## src/sv/dlp_pkg.sv

```systemverilog
// ----------------------------------------------------------------------------
// Decimal line parser package
// Shared types, codes and constants of the decimal line parser.
// ----------------------------------------------------------------------------
package dlp_pkg;

    // Line limits and field widths.
    localparam int LINE_CHARS = 10;
    localparam int CNT_W      = $clog2(LINE_CHARS + 1);
    localparam int CHAR_W     = 8;
    localparam int VALUE_W    = 31;
    localparam int STATUS_W   = 2;
    localparam int PROD_W     = VALUE_W + 4;
    localparam int PHASE_W    = 2;

    // Line parse phases.
    localparam logic [PHASE_W-1:0] PH_LEAD   = 2'd0;
    localparam logic [PHASE_W-1:0] PH_DIGITS = 2'd1;
    localparam logic [PHASE_W-1:0] PH_TRAIL  = 2'd2;

    // Result status codes.
    localparam logic [STATUS_W-1:0] ST_OK    = 2'd0;
    localparam logic [STATUS_W-1:0] ST_PARSE = 2'd1;
    localparam logic [STATUS_W-1:0] ST_READ  = 2'd2;

    // Character codes.
    localparam logic [CHAR_W-1:0] CH_SPACE   = 8'h20;
    localparam logic [CHAR_W-1:0] CH_ZERO    = 8'h30;
    localparam logic [CHAR_W-1:0] CH_NINE    = 8'h39;
    localparam logic [CHAR_W-1:0] CH_NEWLINE = 8'h0A;
    localparam logic [CHAR_W-1:0] CH_HIGH    = 8'h80;

    // One input item.
    typedef struct packed {
        logic [CHAR_W-1:0] char_byte;
        logic              end_of_file;
    } item_t;

    // One result of the parser, with its valid flag.
    typedef struct packed {
        logic                valid;
        logic [STATUS_W-1:0] status;
        logic [VALUE_W-1:0]  value;
    } result_t;

endpackage

```

## src/sv/dlp_parser.sv

```systemverilog
// ----------------------------------------------------------------------------
// Decimal line parser core
// Holds the line state and handles one character per cycle on which step is high.
// ----------------------------------------------------------------------------
module dlp_parser
(
    input  logic                            clk,
    input  logic                            rst_n,
    input  logic                            step,
    input  dlp_pkg::item_t                  item,
    input  logic [dlp_pkg::VALUE_W-1:0]     max_value,
    output dlp_pkg::result_t                result
);

    logic [dlp_pkg::PHASE_W-1:0] phase_reg, phase_next;
    logic [dlp_pkg::CNT_W-1:0]   count_reg, count_next;
    logic [dlp_pkg::VALUE_W-1:0] acc_reg, acc_next;
    logic                        seen_reg, seen_next;
    logic                        err_reg, err_next;

    logic                        is_blank;
    logic                        is_digit;
    logic [dlp_pkg::PROD_W-1:0]  acc_wide;
    logic [dlp_pkg::PROD_W-1:0]  acc_times_ten;

    // Character classes; high bytes count as blanks.
    assign is_blank = (item.char_byte <= dlp_pkg::CH_SPACE) ||
                      (item.char_byte >= dlp_pkg::CH_HIGH);
    assign is_digit = (item.char_byte >= dlp_pkg::CH_ZERO) &&
                      (item.char_byte <= dlp_pkg::CH_NINE);

    // Accumulator times ten plus the new digit, as two shifts and two adds.
    assign acc_wide      = {{(dlp_pkg::PROD_W - dlp_pkg::VALUE_W){1'b0}}, acc_reg};
    assign acc_times_ten = (acc_wide << 3) + (acc_wide << 1) +
                           {{(dlp_pkg::PROD_W - 4){1'b0}}, item.char_byte[3:0]};

    // Next line state and the result of the current character.
    always_comb
    begin
        phase_next    = phase_reg;
        count_next    = count_reg;
        acc_next      = acc_reg;
        seen_next     = seen_reg;
        err_next      = err_reg;
        result.valid  = 1'b0;
        result.status = dlp_pkg::ST_OK;
        result.value  = '0;

        if (step)
        begin
            if (item.end_of_file)
            begin
                result.valid  = 1'b1;
                result.status = dlp_pkg::ST_READ;
                phase_next    = dlp_pkg::PH_LEAD;
                count_next    = '0;
                acc_next      = '0;
                seen_next     = 1'b0;
                err_next      = 1'b0;
            end
            else if (item.char_byte == dlp_pkg::CH_NEWLINE)
            begin
                result.valid = 1'b1;
                if (err_reg || !seen_reg)
                begin
                    result.status = dlp_pkg::ST_PARSE;
                end
                else
                begin
                    result.value = acc_reg;
                end
                phase_next = dlp_pkg::PH_LEAD;
                count_next = '0;
                acc_next   = '0;
                seen_next  = 1'b0;
                err_next   = 1'b0;
            end
            else if (count_reg < dlp_pkg::CNT_W'(dlp_pkg::LINE_CHARS))
            begin
                count_next = count_reg + 1'b1;
                if (!err_reg)
                begin
                    if (is_blank)
                    begin
                        if (phase_reg == dlp_pkg::PH_DIGITS)
                        begin
                            phase_next = dlp_pkg::PH_TRAIL;
                        end
                    end
                    else if (is_digit && (phase_reg != dlp_pkg::PH_TRAIL))
                    begin
                        phase_next = dlp_pkg::PH_DIGITS;
                        seen_next  = 1'b1;
                        if (acc_times_ten >
                            {{(dlp_pkg::PROD_W - dlp_pkg::VALUE_W){1'b0}}, max_value})
                        begin
                            err_next = 1'b1;
                        end
                        else
                        begin
                            acc_next = acc_times_ten[dlp_pkg::VALUE_W-1:0];
                        end
                    end
                    else
                    begin
                        err_next = 1'b1;
                    end
                end
            end
            else
            begin
                // Line too long: every further character marks it bad.
                err_next = 1'b1;
            end
        end
    end

    // Line state registers.
    always_ff @(posedge clk or negedge rst_n)
    begin
        if (!rst_n)
        begin
            phase_reg <= dlp_pkg::PH_LEAD;
            count_reg <= '0;
            acc_reg   <= '0;
            seen_reg  <= 1'b0;
            err_reg   <= 1'b0;
        end
        else
        begin
            phase_reg <= phase_next;
            count_reg <= count_next;
            acc_reg   <= acc_next;
            seen_reg  <= seen_next;
            err_reg   <= err_next;
        end
    end

endmodule

```

## src/sv/decimal_line_parser_unit.sv

```systemverilog
// ----------------------------------------------------------------------------
// Decimal line parser unit
// Parses lines of one unsigned decimal number from a character stream.
// ----------------------------------------------------------------------------
// A result is registered from the newline or end-of-file item that causes it
// once that item has passed the input register and the parser step.
// Throughput: one character per cycle while the output takes results, through
// the combinational parser step between the input register and the result
// register; a result held by a stalled output also holds the input.
// Reset (rst_n low, asynchronous): line state cleared, max_value set to its
// largest value, both stream registers empty.
module decimal_line_parser_unit
(
    input  logic                            clk,
    input  logic                            rst_n,
    // Input stream.
    input  logic                            s_tvalid,
    output logic                            s_tready,
    input  logic [7:0]                      s_tdata,   // [7:0] char_byte
    input  logic                            s_tuser,   // [0] end_of_file
    // Result stream.
    output logic                            m_tvalid,
    input  logic                            m_tready,
    output logic [31:0]                     m_tdata,   // [30:0] value, [31] zero
    output logic [1:0]                      m_tuser,   // [1:0] status
    // Configuration write channel.
    input  logic                            cfg_valid,
    output logic                            cfg_ready,
    input  logic [dlp_pkg::VALUE_W-1:0]     cfg_data   // max_value
);

    logic                           in_vld_reg, in_vld_next;
    dlp_pkg::item_t                 in_item_reg;
    logic                           out_vld_reg, out_vld_next;
    logic [dlp_pkg::STATUS_W-1:0]   out_status_reg;
    logic [dlp_pkg::VALUE_W-1:0]    out_value_reg;
    logic [dlp_pkg::VALUE_W-1:0]    max_value_reg;
    logic                           step;
    dlp_pkg::result_t               result;

    // The held item moves on when the result register can take its result.
    assign step     = in_vld_reg && (!out_vld_reg || m_tready);
    assign s_tready = !in_vld_reg || step;
    assign cfg_ready = 1'b1;

    assign in_vld_next  = s_tready ? s_tvalid : in_vld_reg;
    assign out_vld_next = step ? result.valid : (out_vld_reg && !m_tready);

    // Valid flags of the input and result registers.
    always_ff @(posedge clk or negedge rst_n)
    begin
        if (!rst_n)
        begin
            in_vld_reg  <= 1'b0;
            out_vld_reg <= 1'b0;
        end
        else
        begin
            in_vld_reg  <= in_vld_next;
            out_vld_reg <= out_vld_next;
        end
    end

    // Input payload, captured on each transfer.
    always_ff @(posedge clk)
    begin
        if (s_tvalid && s_tready)
        begin
            in_item_reg.char_byte   <= s_tdata;
            in_item_reg.end_of_file <= s_tuser;
        end
    end

    // Result payload.
    always_ff @(posedge clk)
    begin
        if (step && result.valid)
        begin
            out_status_reg <= result.status;
            out_value_reg  <= result.value;
        end
    end

    // Configuration register.
    always_ff @(posedge clk or negedge rst_n)
    begin
        if (!rst_n)
        begin
            max_value_reg <= '1;
        end
        else if (cfg_valid && cfg_ready)
        begin
            max_value_reg <= cfg_data;
        end
    end

    // Parser core with the line state.
    dlp_parser u_parser
    (
        .clk       (clk),
        .rst_n     (rst_n),
        .step      (step),
        .item      (in_item_reg),
        .max_value (max_value_reg),
        .result    (result)
    );

    assign m_tvalid = out_vld_reg;
    assign m_tdata  = {1'b0, out_value_reg};
    assign m_tuser  = out_status_reg;

endmodule
```

## config.mk

```make
export PLATFORM = sky130hd
export DESIGN_NAME = decimal_line_parser_unit
export DESIGN_NICKNAME = d
export VERILOG_FILES = /design/src/sv/dlp_pkg.sv /design/src/sv/dlp_parser.sv /design/src/sv/decimal_line_parser_unit.sv
export SDC_FILE = /design/constraint.sdc
export NUM_CORES = 1
export LEC_CHECK = 0
export BUFFER_PORTS_ARGS = -buffer_cell sky130_fd_sc_hd__clkbuf_2
export CELL_PAD_IN_SITES_DETAIL_PLACEMENT = 0
export CELL_PAD_IN_SITES_GLOBAL_PLACEMENT = 1
export CORE_ASPECT_RATIO = 1.4
export CORE_MARGIN = 5
export CORE_UTILIZATION = 35
export DETAILED_ROUTE_END_ITERATION = 10
export PLACE_DENSITY = 0.71
export REMOVE_ABC_BUFFERS = 1
export SLEW_MARGIN = 20
export SYNTH_ARGS = -nofsm -noshare
export SYNTH_HDL_FRONTEND = slang
export SYNTH_SLANG_ARGS = --single-unit
```

## constraint.sdc

```tcl
create_clock -name clk -period 6.9 [get_ports clk]
set_clock_uncertainty 0.1 [all_clocks]
set_input_delay 0.345 -clock clk [delete_from_list [all_inputs] [get_ports clk]]
set_output_delay 0.345 -clock clk [all_outputs]
set_load 0.05 [all_outputs]
```

==> results of run 1 <==
## area by class of cell
cell class,instances,area [um2]
fill,2048,11900
clock inverter,15,124
inverter,38,143
sequential,114,3100
tap,256,320
timing repair buffer,96,568
multi-input combinational,525,3820
clock buffer,17,425
## timing repair
action / CTS / global route
setup endpoints to repair: 0 / 0
resized for setup: 0 / 0
hold endpoints to repair: 8 / 17
hold buffers: 8 / 2
## synthesized netlist by cell type, types with 4 or more instances
| master | count | area (um2) |
|---|---|---|
| o21a_1 | 5 | 37.5 |
| ha_1 | 93 | 1160 |
| a22o_1 | 27 | 236 |
| xnor2_1 | 16 | 140 |
| a31oi_1 | 8 | 50.1 |
| dfstp_2 | 31 | 815 |
| dfrtp_1 | 41 | 1030 |
| o21ai_0 | 53 | 265 |
| buf_6 | 4 | 45.0 |
| xor2_1 | 11 | 96.3 |
| o211ai_1 | 4 | 30.0 |
| a211oi_1 | 4 | 30.0 |
| nand2_1 | 83 | 312 |
| inv_1 | 38 | 143 |
| nor2_1 | 20 | 75.1 |
| and3_1 | 8 | 50.1 |
| a21oi_1 | 46 | 230 |
| clkbuf_1 | 19 | 71.3 |
| nor3_1 | 7 | 35.0 |
| nand3_1 | 18 | 90.1 |
| a21o_1 | 8 | 60.1 |
| nor2b_1 | 5 | 31.3 |
| o22ai_1 | 4 | 25.0 |
| nand4_1 | 6 | 37.5 |
| nand2b_1 | 5 | 31.3 |
| or3_1 | 5 | 31.3 |
| edfxtp_1 | 42 | 1260 |
| and2_1 | 33 | 206 |
| mux2i_1 | 4 | 40.0 |
## power by group through the flow
stage          sequential, W  combinational, W  clock [W]
4_1_cts             0.000775          0.000202   0.000836
3_3_place_gp        0.000786          0.000195          0
2_1_floorplan       0.000819         0.0000906          0
3_5_place_dp        0.000787          0.000197          0
6_report            0.000775          0.000200   0.000815
5_1_grt             0.000779          0.000226   0.000872
## kinds of logic (layout without fill, tap and decap cells)
family	count (synthesis)	after routing	share of synthesized area, %
AOI/OAI and AO/OA	190	190	17.5
xor gates and xnor gates	28	28	3.51
adders and majority gates	95	95	16.7
buffers and inverters	66	166	4.01
DFF	114	114	43.1
muxes	6	6	0.921
other	2	2	0.104
and+or+nand+nor	204	204	14.2
## final timing paths
path                                   start                   end  slack, ns
min in group asynchronous              rst_n   u_parser.acc_reg[9]       0.38
max in group asynchronous              rst_n     max_value_reg[29]       5.69
setup reg to reg              in_item_reg[4]  u_parser.acc_reg[19]       1.08
hold reg to reg            max_value_reg[18]     max_value_reg[18]       0.41
setup / recovery              in_item_reg[4]  u_parser.acc_reg[19]       1.08
hold / removal                   cfg_data[2]      max_value_reg[2]       0.02
## stage by stage
stage	power, W	utilization [%]
floorplan	0.000909	-
global placement	0.000981	38.3
detailed placement	0.000984	38.3
CTS	0.00181	41.4
global route	0.00188	41.7
finish	0.00179	41.7
## routing by layer
| metal | vias to the layer above | share of wire, % | GRT usage (%) |
|---|---|---|---|
| li1 | 2753 | - | - |
| met1 | 2590 | 44 | 18.1 |
| met2 | 80 | 53 | 26.8 |
| met3 | 14 | 2.4 | 3.19 |
| met4 | 0 | 1.5 | 4.83 |
| met5 | - | 0 | 0 |
## critical path, stage by stage, from the launching register on
cell and delay, ns:
edfxtp_1 0.45, fa_1 0.56, fa_1 0.47, a21o_1 0.20
a221oi_2 0.36, or4_4 0.23, a21oi_2 0.06, or2_4 0.27
a21o_1 0.18, a21oi_1 0.16, xnor2_1 0.17, ha_1 0.29
and4_1 0.26, a221oi_1 0.44, nand3_1 0.13, nand2_1 0.11
o211ai_2 0.13, o41a_1 0.61, buf_4 0.29, a22o_1 0.20
==> results_dict.tcl, run 1 <==
set metrics [dict create \
    status "completed" \
    synthArstFlopShare_pct 63.2 \
    rsz0062_at_grt "false" \
    p_leak_nw 4.13 \
    ys_seq_area_share_pct 43.1 \
    pwr-share-comb_pct 11.2 \
    worstPathArrival_ns 6.02 \
    fin_ws_ns 1.08 \
    grt_pass1_wl_mm 29.0 \
    ys_warn_count 0 \
    endpoint_kind "flip-flop" \
    antenna_found_initial 0 \
    pwr-share-clk_pct 45.5 \
    place.gp.congestion 0.855 \
    synth.cell_area_um2 7200 \
    synth_cell_types 67 \
    insertion_delay_ns 0.42 \
    cts_num_sinks 114 \
    cts_root_buf "clkbuf_16" \
    hold_depth 3 \
    grt_start_max_net_pins 73 \
    switchingPower_w 0.000504 \
    layout_common_cells "ha_1, nand2_1, clkbuf_2" \
    worstSetupPathType "flip-flop to flip-flop" \
    numCtsBuffers 17 \
    tritoncts "done" \
    vias 5437 \
    place_ws_ns 1.03 \
    reg2regPathDepth 19 \
    viasPerCell 5.12 \
    synth-edff-count 42 \
    worst_pin_slew_ns 0.715 \
    die_area_um2 23600 \
    mostFrequentLayoutCell "ha_1" \
    io_buffers 79 \
    critPathMaxFanout 15 \
    drt_iter0_markers 186 \
    htreeDepth 4 \
    fin_cells 1061 \
    fmax_ghz 0.172 \
    fin_crit_sh_pct 84.3 \
    postRouteAntennaNets 0 \
    seq_power_share_pct 43.3 \
    diodes 0 \
    relSlewSlack_pct 52.0 \
    remaining_drc_errors 0 \
    min_path_type "input pin to flip-flop" \
    syn_inst 705 \
    num_rows 62 \
    dp.cells 1018 \
    clkTransAtPathRegs_ns 0.06 \
    die_x_um 131 \
    finalHoldViolations 0 \
    placed_cell_area_um2 7820 \
    synth-seq-cells 114 \
    p_sw_share_pct 28.2 \
    wire_per_inst_um 16.4 \
    min_period_ns 5.82 \
    p_int_w 0.00129 \
    cp-start-kind "flip-flop" \
    peakVddDrop_mv 0.140 \
    synth_ff_type "edfxtp_1" \
    area_delta_synth_final_pct 18.0 \
    nNetsFinal 932 \
    cap_violations 0 \
    initial_core_util_pct 35.3 \
    design_area_um2 8500 \
    syn_avg_cell_area_um2 10.2 \
    die_height_um 180 \
    routed_wl_mm 17.4 \
    ios 82 \
    fin_tns_setup_ns 0 \
    grt_usage_pct 15.1 \
    whs_ns 0.0220 \
    drive_gt1_share_pct 20.6 \
    dr.pass1.iters 5 \
    cts_buffer_depth 2 \
    grt_pass1_vias 5674 \
    post_cts_buffers 0 \
    crit_required_ns 7.10 \
    fp.coreArea_um2 20400 \
    final-setup-viol-count 0 \
    post-dp-hpwl_mm 13.2 \
    gr-total-overflow 0 \
    slew_viol_final 0 \
    powerDensity_nw_per_um2 211 \
]
(Power assumes the default switching activity.)
==> inputs of run 2 (changes only) <==
- ABC_AREA: unset -> 1
- PLACE_DENSITY: 0.71 -> 0.75
- clock period: 6.9 -> 5.1 ns (I/O delays scaled with it)
==> run 2 against run 1 <==
First-iteration DRC count is 0.54% lower. Critical path type unchanged. Non-clock buffer count rose by 32. Fmax is 27% higher. Critical path depth up 4. Critical endpoint is now u_parser.acc_reg[0]. Final cell count increased by 30%. Final area increased by 11%.
==> results_dict.tcl, run 2 <==
set metrics [dict create \
    status "completed" \
    cts_root_buf "clkbuf_16" \
    synth_xor_area_share_pct 2.96 \
    die_area_um2 25100 \
    powerDensity_nw_per_um2 328 \
    syn_avg_cell_area_um2 8.15 \
    synth_compound_area_share_pct 9.40 \
    relSlewSlack_pct 35.5 \
    vias 6259 \
    layout_common_cells "nand2_1, inv_1, ha_1" \
    synth_simple_gate_area_share_pct 22.3 \
    ys_warn_count 0 \
    ys_top_cells_by_count "nand2_1, inv_1, ha_1" \
    worstSetupPathType "flip-flop to flip-flop" \
    die_height_um 185 \
    fmax_ghz 0.218 \
    viasPerCell 4.53 \
    mostFrequentLayoutCell "nand2_1" \
    ios 82 \
    grt_usage_pct 16.3 \
    yosys-top-cells-area "edfxtp_1, ha_1, dfrtp_1, nand2_1, dfstp_2" \
    dr.pass1.iters 5 \
    post-dp-hpwl_mm 14.8 \
    design_area_um2 9430 \
    min_period_ns 4.59 \
    finalHoldViolations 0 \
    cts_num_sinks 114 \
    synth_top_family_by_area "simple AND/OR/NAND/NOR gates" \
    wire_per_inst_um 13.8 \
    numCtsBuffers 17 \
    fp.coreArea_um2 21800 \
    tritoncts "done" \
    synthArstFlopShare_pct 63.2 \
    endpoint_kind "flip-flop" \
    fin_crit_sh_pct 90.0 \
    post_cts_buffers 0 \
    clkTransAtPathRegs_ns 0.06 \
    synth_ff_type "edfxtp_1" \
    postRouteAntennaNets 0 \
    synth.cell_area_um2 7680 \
    diodes 0 \
    synth-seq-cells 114 \
    syn_inst 943 \
    nNetsFinal 1212 \
    p_leak_nw 4.91 \
    peakVddDrop_mv 0.212 \
    grt_pass1_wl_mm 32.0 \
    num_rows 64 \
    grt_start_max_net_pins 73 \
    grt_pass1_vias 6460 \
    slew_viol_final 0 \
    min_path_type "input pin to flip-flop" \
    synth_area_leader_cell "edfxtp_1" \
    muxShareOfSynthArea_pct 0.147 \
    drt_iter0_markers 185 \
    insertion_delay_ns 0.43 \
    fin_tns_setup_ns 0 \
    remaining_drc_errors 0 \
    synth_fa_ha_area_share_pct 15.7 \
    htreeDepth 4 \
    drive_gt1_share_pct 18.6 \
    worst_pin_slew_ns 0.968 \
    routed_wl_mm 19.1 \
    critPathMaxFanout 23 \
    gr-total-overflow 0 \
    placed_cell_area_um2 8410 \
    rsz0062_at_grt "false" \
    worstPathArrival_ns 4.86 \
    place.gp.congestion 0.858 \
    cp-start-kind "flip-flop" \
    cap_violations 0 \
    io_buffers 79 \
    ys_seq_area_share_pct 40.4 \
    die_x_um 135 \
    final-setup-viol-count 0 \
    area_delta_synth_final_pct 22.7 \
    synth_cell_types 44 \
    synth-edff-count 42 \
    cts_buffer_depth 2 \
    initial_core_util_pct 35.3 \
    synth.most_common_cell "nand2_1" \
    antenna_found_initial 0 \
    netlist.area_leader.share_pct 16.4 \
    crit_required_ns 5.36 \
    finalPower_w 0.00309 \
]
## run 2: changes by cell type after synthesis, moves of 7 or more
| cell | delta |
|---|---|
| a22o_1 | -27 |
| and2_1 | -32 |
| a21o_1 | -7 |
| o21ai_0 | -12 |
| o21ai_1 | +17 |
| nand2_2 | +22 |
| nand2_1 | +172 |
| inv_1 | +110 |
| nor2_1 | +57 |
| inv_2 | +8 |
| o21ai_2 | +10 |
| clkbuf_1 | -9 |
## run 2: metal layers
metal / vias up / wire length [um] / share of wire [%] / global-route usage (%)
met5: - / 0 / 0 / 0
met4: 0 / 307 / 1.6 / 5.16
met3: 19 / 475 / 2.5 / 2.99
met2: 71 / 10300 / 54 / 30.5
met1: 2893 / 8010 / 42 / 18.8
li1: 3276 / - / - / -
## run 2: where the power goes
part           leakage, nW  internal [W]  switching (W)
Clock                0.270      0.000721       0.000462
Sequential            1.29       0.00106      0.0000554
Combinational         3.36      0.000282       0.000507
## run 2: critical path: stages, from the launching register on
cell      delay [ns]
edfxtp_1        0.45
fa_1            0.55
ha_1            0.30
nand3_1         0.08
nand3_2         0.11
nand2_1         0.06
nand2_1         0.12
nand2_1         0.08
nand2_2         0.11
a21oi_1         0.11
o21ai_0         0.37
nand2_1         0.14
nand4_1         0.10
nand2_1         0.13
ha_1            0.33
nand2_1         0.07
nor4_1          0.26
nand4_1         0.12
nand2_1         0.15
nand4_4         0.12
nand2_2         0.23
buf_12          0.23
nand3_1         0.10
nand2_1         0.07
## run 2: area by class of cell
cell class              instances  area [um2]
inverters                     156         586
well taps                     297         372
fillers                      2283       12400
clock inverters                15         159
clock buffers                  17         425
flip-flops and latches        114        3100
repair buffers                128         886
multi-input cells             655        3900
## run 2: cell families after synthesis
| logic type | after synthesis |
|---|---|
| buffers and inverters | 174 |
| and+or+nand+nor | 401 |
| DFF | 114 |
| AOI/OAI and AO/OA | 130 |
| muxes | 1 |
| adders and majority gates | 95 |
| xor gates and xnor gates | 26 |
| other | 2 |
## run 2: worst paths after layout
kind	end	startpoint	cells past startpoint	slack, ns
min in group asynchronous	u_parser.acc_reg[8]	rst_n	2	0.43
worst max register to register	u_parser.acc_reg[0]	in_item_reg[4]	23	0.51
worst min-delay path	max_value_reg[9]	cfg_valid	4	0.29
max in group asynchronous	u_parser.seen_reg	rst_n	2	3.84
worst min register to register	max_value_reg[10]	max_value_reg[10]	2	0.39
worst max-delay path	u_parser.acc_reg[0]	in_item_reg[4]	23	0.51
## run 2: per-stage QoR
stage	worst slack, ns	utilization, %	instances	hold WS, ns
2_1_floorplan	0.952	-	925	-0.141
3_3_place_gp	0.559	38.6	1307	0.335
3_5_place_dp	0.473	38.6	1307	0.337
4_1_cts	0.442	43.3	1382	0.300
5_1_grt	0.0482	43.3	1382	0.342
6_report	0.509	43.3	1382	0.294
## run 2: repair_timing
| item | CTS | global route |
|---|---|---|
| hold endpoints to repair | 83 | 0 |
| hold buffers | 43 | 0 |
| resized for setup | 0 | 0 |
